==> src/rtl/crg_pkg.sv <==
package crg_pkg;

   // device time at or below this value means the clock is not synced yet
   localparam logic [31:0] SYNC_THRESHOLD = 32'd1000000000;
   localparam logic [31:0] WINDOW_RESET   = 32'd300;

   localparam logic [2:0] REASON_NONE      = 3'd0;
   localparam logic [2:0] REASON_STALE     = 3'd1;
   localparam logic [2:0] REASON_MALFORMED = 3'd2;
   localparam logic [2:0] REASON_REPLAYED  = 3'd3;
   localparam logic [2:0] REASON_BADSIG    = 3'd4;

   typedef struct packed {
      logic load;      // capture a new transaction
      logic diff_en;   // register the time difference
      logic stale_en;  // register the window compare
      logic rd_en;     // read one ring entry for the replay scan
      logic wr_en;     // record the nonce at the ring head
   } crg_cmd_type;

   typedef struct packed {
      logic stale;
      logic malformed;
      logic hit;
      logic sig_ok;
   } crg_status_type;

endpackage

==> src/rtl/crg_ram.sv <==
module crg_ram #(
   parameter int WIDTH = 128,
   parameter int DEPTH = 16,
   localparam int AW = (DEPTH > 1) ? $clog2(DEPTH) : 1
) (
   input  logic             clock,
   input  logic             wr_en,
   input  logic [AW-1:0]    wr_addr,
   input  logic [WIDTH-1:0] wr_data,
   input  logic             rd_en,
   input  logic [AW-1:0]    rd_addr,
   output logic [WIDTH-1:0] rd_data
);

   logic [WIDTH-1:0] mem_ff [DEPTH];
   logic [WIDTH-1:0] rd_data_ff;

   always_ff @(posedge clock) begin
      if (wr_en) begin
         mem_ff[wr_addr] <= wr_data;
      end
      if (rd_en) begin
         rd_data_ff <= mem_ff[rd_addr];
      end
   end

   assign rd_data = rd_data_ff;

endmodule

==> src/rtl/crg_dp.sv <==
module crg_dp
   import crg_pkg::*;
#(
   parameter int RING_SIZE   = 16,
   parameter int NONCE_BYTES = 16,
   localparam int AW = (RING_SIZE > 1) ? $clog2(RING_SIZE) : 1,
   localparam int NW = 8 * NONCE_BYTES
) (
   input  logic           clock,
   input  logic           reset,
   input  logic [63:0]    req_nonce_low,
   input  logic [63:0]    req_nonce_high,
   input  logic [4:0]     req_nonce_length,
   input  logic [31:0]    req_command_time,
   input  logic [31:0]    req_current_time,
   input  logic           req_signature_ok,
   input  logic           csr_valid,
   output logic           csr_ready,
   input  logic [31:0]    csr_window_seconds,
   input  crg_cmd_type    cmd,
   input  logic [AW-1:0]  ram_addr,
   output crg_status_type status
);

   logic [127:0]  nonce_full;
   logic [NW-1:0] nonce_masked;
   logic [NW-1:0] nonce_ff;
   logic [NW-1:0] rd_data;
   logic [31:0]   cmd_time_ff;
   logic [31:0]   cur_time_ff;
   logic [31:0]   diff_ff;
   logic [31:0]   window_ff;
   logic          sig_ff;
   logic          malformed_ff;
   logic          sync_ff;
   logic          stale_ff;
   logic          hit_ff;
   logic          hit_in;
   logic          cmp_pend_ff;

   assign nonce_full = {req_nonce_high, req_nonce_low};

   // zero every byte at or past the nonce length
   always_comb begin
      for (int i = 0; i < NONCE_BYTES; i++) begin
         nonce_masked[8*i +: 8] = (5'(i) < req_nonce_length) ? nonce_full[8*i +: 8] : 8'h00;
      end
   end

   assign csr_ready = 1'b1;

   always_ff @(posedge clock) begin
      if (reset) begin
         window_ff <= WINDOW_RESET;
      end else if (csr_valid && csr_ready) begin
         window_ff <= csr_window_seconds;
      end
   end

   always_ff @(posedge clock) begin
      if (cmd.load) begin
         nonce_ff     <= nonce_masked;
         cmd_time_ff  <= req_command_time;
         cur_time_ff  <= req_current_time;
         sig_ff       <= req_signature_ok;
         malformed_ff <= (req_nonce_length == 5'd0) ||
                         (req_nonce_length >= 5'(NONCE_BYTES));
         sync_ff      <= req_current_time > SYNC_THRESHOLD;
      end
      if (cmd.diff_en) begin
         diff_ff <= (cmd_time_ff > cur_time_ff) ? (cmd_time_ff - cur_time_ff)
                                                : (cur_time_ff - cmd_time_ff);
      end
      if (cmd.stale_en) begin
         stale_ff <= sync_ff && (diff_ff > window_ff);
      end
   end

   // compare the entry read in the previous cycle
   always_comb begin
      hit_in = hit_ff;
      if (cmd.load) begin
         hit_in = 1'b0;
      end else if (cmp_pend_ff && (rd_data == nonce_ff)) begin
         hit_in = 1'b1;
      end
   end

   always_ff @(posedge clock) begin
      if (reset) begin
         hit_ff      <= 1'b0;
         cmp_pend_ff <= 1'b0;
      end else begin
         hit_ff      <= hit_in;
         cmp_pend_ff <= cmd.rd_en;
      end
   end

   crg_ram #(
      .WIDTH (NW),
      .DEPTH (RING_SIZE)
   ) u_ring (
      .clock   (clock),
      .wr_en   (cmd.wr_en),
      .wr_addr (ram_addr),
      .wr_data (nonce_ff),
      .rd_en   (cmd.rd_en),
      .rd_addr (ram_addr),
      .rd_data (rd_data)
   );

   assign status.stale     = stale_ff;
   assign status.malformed = malformed_ff;
   assign status.hit       = hit_ff;
   assign status.sig_ok    = sig_ff;

endmodule

==> src/rtl/crg_ctrl.sv <==
module crg_ctrl
   import crg_pkg::*;
#(
   parameter int RING_SIZE = 16,
   localparam int AW = (RING_SIZE > 1) ? $clog2(RING_SIZE) : 1,
   localparam int CW = $clog2(RING_SIZE + 1)
) (
   input  logic           clock,
   input  logic           reset,
   input  logic           req_valid,
   output logic           req_stall,
   output logic           rsp_valid,
   input  logic           rsp_stall,
   output logic           rsp_accepted,
   output logic [2:0]     rsp_reject_reason,
   output crg_cmd_type    cmd,
   output logic [AW-1:0]  ram_addr,
   input  crg_status_type status
);

   localparam logic [2:0] S_IDLE   = 3'd0;
   localparam logic [2:0] S_DIFF   = 3'd1;
   localparam logic [2:0] S_LIMIT  = 3'd2;
   localparam logic [2:0] S_SCAN   = 3'd3;
   localparam logic [2:0] S_DECIDE = 3'd4;

   logic [2:0]    state_ff, state_in;
   logic [CW-1:0] idx_ff, idx_in;
   logic [CW-1:0] filled_ff, filled_in;
   logic [AW-1:0] head_ff, head_in;
   logic          rsp_valid_ff, rsp_valid_in;
   logic          rsp_accepted_ff, rsp_accepted_in;
   logic [2:0]    rsp_reason_ff, rsp_reason_in;
   logic [2:0]    reason;
   logic          rsp_free;

   assign req_stall = (state_ff != S_IDLE);
   assign rsp_free  = !rsp_valid_ff || !rsp_stall;

   always_comb begin
      if (status.stale) begin
         reason = REASON_STALE;
      end else if (status.malformed) begin
         reason = REASON_MALFORMED;
      end else if (status.hit) begin
         reason = REASON_REPLAYED;
      end else if (!status.sig_ok) begin
         reason = REASON_BADSIG;
      end else begin
         reason = REASON_NONE;
      end
   end

   always_comb begin
      state_in        = state_ff;
      idx_in          = idx_ff;
      filled_in       = filled_ff;
      head_in         = head_ff;
      rsp_valid_in    = rsp_valid_ff && rsp_stall;
      rsp_accepted_in = rsp_accepted_ff;
      rsp_reason_in   = rsp_reason_ff;
      cmd             = '0;
      ram_addr        = idx_ff[AW-1:0];
      case (state_ff)
         S_IDLE: begin
            if (req_valid) begin
               cmd.load = 1'b1;
               idx_in   = '0;
               state_in = S_DIFF;
            end
         end
         S_DIFF: begin
            cmd.diff_en = 1'b1;
            state_in    = S_LIMIT;
         end
         S_LIMIT: begin
            cmd.stale_en = 1'b1;
            state_in     = S_SCAN;
         end
         S_SCAN: begin
            // one entry per cycle; the last compare lands as we leave
            if (idx_ff < filled_ff) begin
               cmd.rd_en = 1'b1;
               idx_in    = idx_ff + 1'b1;
            end else begin
               state_in = S_DECIDE;
            end
         end
         S_DECIDE: begin
            ram_addr = head_ff;
            if (rsp_free) begin
               rsp_valid_in    = 1'b1;
               rsp_accepted_in = (reason == REASON_NONE);
               rsp_reason_in   = reason;
               if (reason == REASON_NONE) begin
                  cmd.wr_en = 1'b1;
                  head_in   = (head_ff == AW'(RING_SIZE - 1)) ? '0 : head_ff + 1'b1;
                  if (filled_ff != CW'(RING_SIZE)) begin
                     filled_in = filled_ff + 1'b1;
                  end
               end
               state_in = S_IDLE;
            end
         end
         default: begin
            state_in = S_IDLE;
         end
      endcase
   end

   always_ff @(posedge clock) begin
      if (reset) begin
         state_ff     <= S_IDLE;
         idx_ff       <= '0;
         filled_ff    <= '0;
         head_ff      <= '0;
         rsp_valid_ff <= 1'b0;
      end else begin
         state_ff     <= state_in;
         idx_ff       <= idx_in;
         filled_ff    <= filled_in;
         head_ff      <= head_in;
         rsp_valid_ff <= rsp_valid_in;
      end
   end

   always_ff @(posedge clock) begin
      rsp_accepted_ff <= rsp_accepted_in;
      rsp_reason_ff   <= rsp_reason_in;
   end

   assign rsp_valid         = rsp_valid_ff;
   assign rsp_accepted      = rsp_accepted_ff;
   assign rsp_reject_reason = rsp_reason_ff;

endmodule

==> src/rtl/command_replay_guard.sv <==
// channel   direction  handshake            payload
// req       in         req_valid/req_stall  nonce_low/high, nonce_length, command_time,
//                                           current_time, signature_ok
// rsp       out        rsp_valid/rsp_stall  accepted, reject_reason
// csr       in         csr_valid/csr_ready  window_seconds
//
// rsp_valid rises after the DIFF, LIMIT, SCAN and DECIDE states, DECIDE waiting while a
// stalled result holds the output register; the next transaction is then taken. SCAN
// reads the filled recorded entries (at most RING_SIZE) one per cycle from ring memory.
// Reset is synchronous: it clears ring head and fill count and loads a window of 300.
// A stalled result holds in the output register; the next transaction is still taken
// and its result waits until the register frees.
module command_replay_guard
   import crg_pkg::*;
#(
   parameter int RING_SIZE   = 16,
   parameter int NONCE_BYTES = 16,
   localparam int AW = (RING_SIZE > 1) ? $clog2(RING_SIZE) : 1
) (
   input  logic        clock,
   input  logic        reset,
   input  logic        req_valid,
   output logic        req_stall,
   input  logic [63:0] req_nonce_low,
   input  logic [63:0] req_nonce_high,
   input  logic [4:0]  req_nonce_length,
   input  logic [31:0] req_command_time,
   input  logic [31:0] req_current_time,
   input  logic        req_signature_ok,
   output logic        rsp_valid,
   input  logic        rsp_stall,
   output logic        rsp_accepted,
   output logic [2:0]  rsp_reject_reason,
   input  logic        csr_valid,
   output logic        csr_ready,
   input  logic [31:0] csr_window_seconds
);

   crg_cmd_type    cmd;
   crg_status_type status;
   logic [AW-1:0]  ram_addr;

   crg_ctrl #(
      .RING_SIZE (RING_SIZE)
   ) u_ctrl (
      .clock             (clock),
      .reset             (reset),
      .req_valid         (req_valid),
      .req_stall         (req_stall),
      .rsp_valid         (rsp_valid),
      .rsp_stall         (rsp_stall),
      .rsp_accepted      (rsp_accepted),
      .rsp_reject_reason (rsp_reject_reason),
      .cmd               (cmd),
      .ram_addr          (ram_addr),
      .status            (status)
   );

   crg_dp #(
      .RING_SIZE   (RING_SIZE),
      .NONCE_BYTES (NONCE_BYTES)
   ) u_dp (
      .clock              (clock),
      .reset              (reset),
      .req_nonce_low      (req_nonce_low),
      .req_nonce_high     (req_nonce_high),
      .req_nonce_length   (req_nonce_length),
      .req_command_time   (req_command_time),
      .req_current_time   (req_current_time),
      .req_signature_ok   (req_signature_ok),
      .csr_valid          (csr_valid),
      .csr_ready          (csr_ready),
      .csr_window_seconds (csr_window_seconds),
      .cmd                (cmd),
      .ram_addr           (ram_addr),
      .status             (status)
   );

endmodule

==> config.mk <==
export PLATFORM = sky130hd
export DESIGN_NAME = command_replay_guard
export DESIGN_NICKNAME = d
export VERILOG_FILES = /design/src/rtl/crg_pkg.sv /design/src/rtl/crg_ram.sv /design/src/rtl/crg_dp.sv /design/src/rtl/crg_ctrl.sv /design/src/rtl/command_replay_guard.sv
export SDC_FILE = /design/constraint.sdc
export NUM_CORES = 2
export LEC_CHECK = 0
export BUFFER_PORTS_ARGS = -buffer_cell sky130_fd_sc_hd__buf_2
export CORE_ASPECT_RATIO = 0.7
export CORE_MARGIN = 5
export CORE_UTILIZATION = 26
export CTS_CLUSTER_SIZE = 25
export DETAILED_ROUTE_END_ITERATION = 10
export GPL_ROUTABILITY_DRIVEN = 0
export MAX_ROUTING_LAYER = met4
export PLACE_DENSITY_LB_ADDON = 0.12
export SYNTH_ARGS = -nofsm -noshare
export SYNTH_HDL_FRONTEND = slang
export SYNTH_HIERARCHICAL = 1
export SYNTH_SLANG_ARGS = --single-unit
==> constraint.sdc <==
create_clock -name clock -period 32.3 [get_ports clock]
set_input_delay 4.845 -clock clock [delete_from_list [all_inputs] [get_ports clock]]
set_output_delay 4.845 -clock clock [all_outputs]
set_load 0.02 [all_outputs]
==> metrics.cfg <==
[drt]
vias = 49570
ant_nets = 0
avgRoutedWirePerCell_um = 29.75
drtIter0Drc = 4729
drt_first_pass_iters = 7
drc = 0
wirelength_mm = 311.5
viasPerCell = 4.734

[die]
pin_count = 242
fp.coreArea_sq_um = 371600
start_util_pct = 26.15
die-width_um = 740.6
placementRows = 187
die_y_um = 521.4
die-area_sq_um = 386200

[run]
cap_violations = 0

[timing]
finalMaxSlewViolations = 0
fmax_mhz = 128.9
slew_headroom_pct = 14.03
post-route-min-period_ps = 7761
hold_viol = 0
skew_ps = 51.90
period_share_pct = 24.03
worst_slew_pin_slew_ps = 1286
setup_viol_count_final = 0
rsz0062_at_grt = no
setup_slack_ps = 24540
hold_ws_ps = 499.7
fin_setup_tns_ps = 0

[yosys]
yosysTopAreaCell = edfxtp_1
syn-num-nets = 5224
synth_area_leaders = edfxtp_1, mux4_2, a22oi_1
ys_seq_area_share_pct = 75.50
ys_ff_latch = 2460
yosysWarnings = 6
synth_cell_type_count = 94
synth_area_sq_um = 97150
synthCells = 4884
synthFlopType = edfxtp_1
avgSynthCellArea_sq_um = 19.89
synth_edf_count = 2408
synth.top_cell.area_share_pct = 74.43
ys_async_sr_fraction_pct = 0

[power]
power_mw = 7.092
powerDensity_nw_per_um2 = 62.55
power_leakage_nw = 35.69
peakVddDrop_v = 0.00003952

[setup_path]
critPathMaxFanout = 48
cp_slowest_cell = buf_4
cp_top_family = buffers and inverters
cp.required_ps = 32790
path_cells = buf_2 -> nand2_1 -> and4_1 -> buf_4 -> nand3b_1 -> nor2_4 -> buf_4 -> buf_4
cpPeakStageDelay_ps = 910
path_class = in2reg
worst-path-buf-inv = 4
critical_path_arrival_ps = 8250
startpoint_type = input pin
cp-end-kind = register
cp_common_cell = buf_4

[placement]
hpwl_mm = 190.1
place_area_sq_um = 105000
placed_cells_incl_taps = 9968
io_buffers = 240
place_ws_ps = 23590

[global_routing]
track_usage_pct = 16.18
grt_overflow = 0
grt_first_pass_wirelength_mm = 427.3
grt_pass1_vias = 50580
antenna_found_initial = 53
grt_start_max_net_pins = 103

[cells_and_area]
final_nets = 5668
area_delta_synth_final_pct = 16.70
drive_above_1_share_pct = 25.07
post-route-util_pct = 30.51
final_area_sq_um = 113400
final_cells = 10470

[clock_tree]
htreeDepth = 5
path_clk_slew_ps = 60
cts_root_buf = clkbuf_16
cts-resized-gates = 0
clock_path_buffers = 4
clk_latency_ps = 880
cts.sinks = 2460
cts_buffers = 272
post_cts_buffers = 0
holdBufCountCts = 0
cts_tree = yes

[worst_hold_path]
holdCritPathClass = reg2reg

[status]
outcome = completed

## cell type report
| class | instances | area (sq um) |
|---|---|---|
| fill | 36130 | 258200 |
| sequential | 2460 | 73350 |
| multi-input combinational | 2013 | 22230 |
| clock buffer | 341 | 7246 |
| tap | 4914 | 6148 |
| timing repair buffer | 403 | 2613 |
| clock inverter | 133 | 1052 |
| inverter | 178 | 668.1 |
| antenna | 29 | 72.57 |
## worst paths after layout
kind | slack (ps) | startpoint | depth (start not counted) | end
setup / recovery | 24540 | rsp_stall | 8 | u_dp/u_ring/mem_ff[10][56]$_DFFE_PP_
hold / removal | 500 | u_ctrl/idx_ff[4]$_SDFFE_PP0P_ | 1 | u_ctrl/idx_ff[4]$_SDFFE_PP0P_
setup reg to reg | 26450 | u_ctrl/state_ff[2]$_SDFFE_PP0P_ | 9 | u_dp/u_ring/rd_data[83]$_DFFE_PP_
hold reg to reg | 500 | u_ctrl/idx_ff[4]$_SDFFE_PP0P_ | 1 | u_ctrl/idx_ff[4]$_SDFFE_PP0P_
## worst register-to-register path: stages (launching register included)
cell and delay (ps):
dfxtp_1 560, nand2_1 380, mux2_8 630, buf_4 700, buf_12 470, buf_4 810
buf_12 560, mux4_2 670, a22oi_1 380, nand2_1 350
## layer usage
| layer | up-vias | global-route usage, % | routed length, um |
|---|---|---|---|
| met5 | - | - | 0 |
| met4 | 0 | 3.104 | 5538 |
| met3 | 368 | 2.510 | 16380 |
| met2 | 1252 | 23.20 | 134900 |
| met1 | 27080 | 24.28 | 154700 |
| li1 | 20870 | - | - |
## power breakdown
group          switching, mW  total (mW)  internal (mW)
Combinational          0.292       0.416          0.124
Sequential            0.0770        3.70           3.62
Clock                   1.28        2.98           1.70
Total                   1.65        7.09           5.44
## synth_stat cells (8+ instances only)
master     number
mux2_2         84
clkbuf_1       88
a21oi_1        79
buf_4          46
and2_1         71
a31oi_1         9
o21ai_1         8
o21ai_0        42
nor2_1        104
nand4_1        34
a21o_1         41
nor2b_1       109
nand3_1        18
xnor2_1        45
o2bb2ai_1      11
inv_1         178
nor4_1         25
mux4_2        472
a221oi_1       25
mux2i_1        72
a22oi_1       214
o21bai_1       11
xor2_1         54
edfxtp_1     2408
buf_2          82
o211ai_1        8
o21a_1          9
nand2_1       142
nor3_1         20
nand2b_1       26
dfxtp_1        52
buf_1          11
ha_1          103
o221ai_1       28
o22ai_1        25
## cells by family (layout without fill, tap and decap cells)
group / Yosys count / count (layout) / share of synthesized area, %
flops: 2460 / 2460 / 75.50
mux: 629 / 629 / 12.67
simple gates: 598 / 598 / 3.267
compound gates: 581 / 581 / 4.380
buf+inv: 411 / 1055 / 1.918
fa+ha+maj: 105 / 105 / 1.368
xor+xnor: 99 / 99 / 0.8925
other cells: 1 / 30 / 0.003860
## flip-flops by register name, indices dropped and copies added, names as in the netlist, 3 cells and up
name / flops
u_ctrl/idx_ff: 5
u_dp/diff_ff: 32
u_dp/window_ff: 32
u_dp/cmd_time_ff: 32
u_dp/u_ring/mem_ff: 2048
u_dp/cur_time_ff: 32
u_dp/nonce_ff: 128
u_ctrl/filled_ff: 5
u_ctrl/state_ff: 3
u_ctrl/rsp_reject_reason: 3
u_ctrl/head_ff: 4
u_dp/u_ring/rd_data: 128
## cell usage in the layout (no fill, tap or decap), drive strengths merged, types with 23 or more instances in the layout
master	Yosys	routed
mux2	85	85
edfxtp	2408	2408
nor3	23	23
buf	145	403
nor4	25	25
mux4	472	472
ha	103	103
nand2	145	145
diode	0	29
a22oi	214	214
nand2b	26	26
a21o	41	41
o221ai	29	29
clkbuf	88	341
and2	71	71
a221oi	27	27
dfxtp	52	52
xnor2	45	45
nand4	35	35
nor2b	109	109
mux2i	72	72
o22ai	25	25
inv	178	183
a21oi	84	84
xor2	54	54
nor2	107	107
o21ai	51	51
clkinv	0	109
No activity file was read; power rests on OpenSTA's default activity.
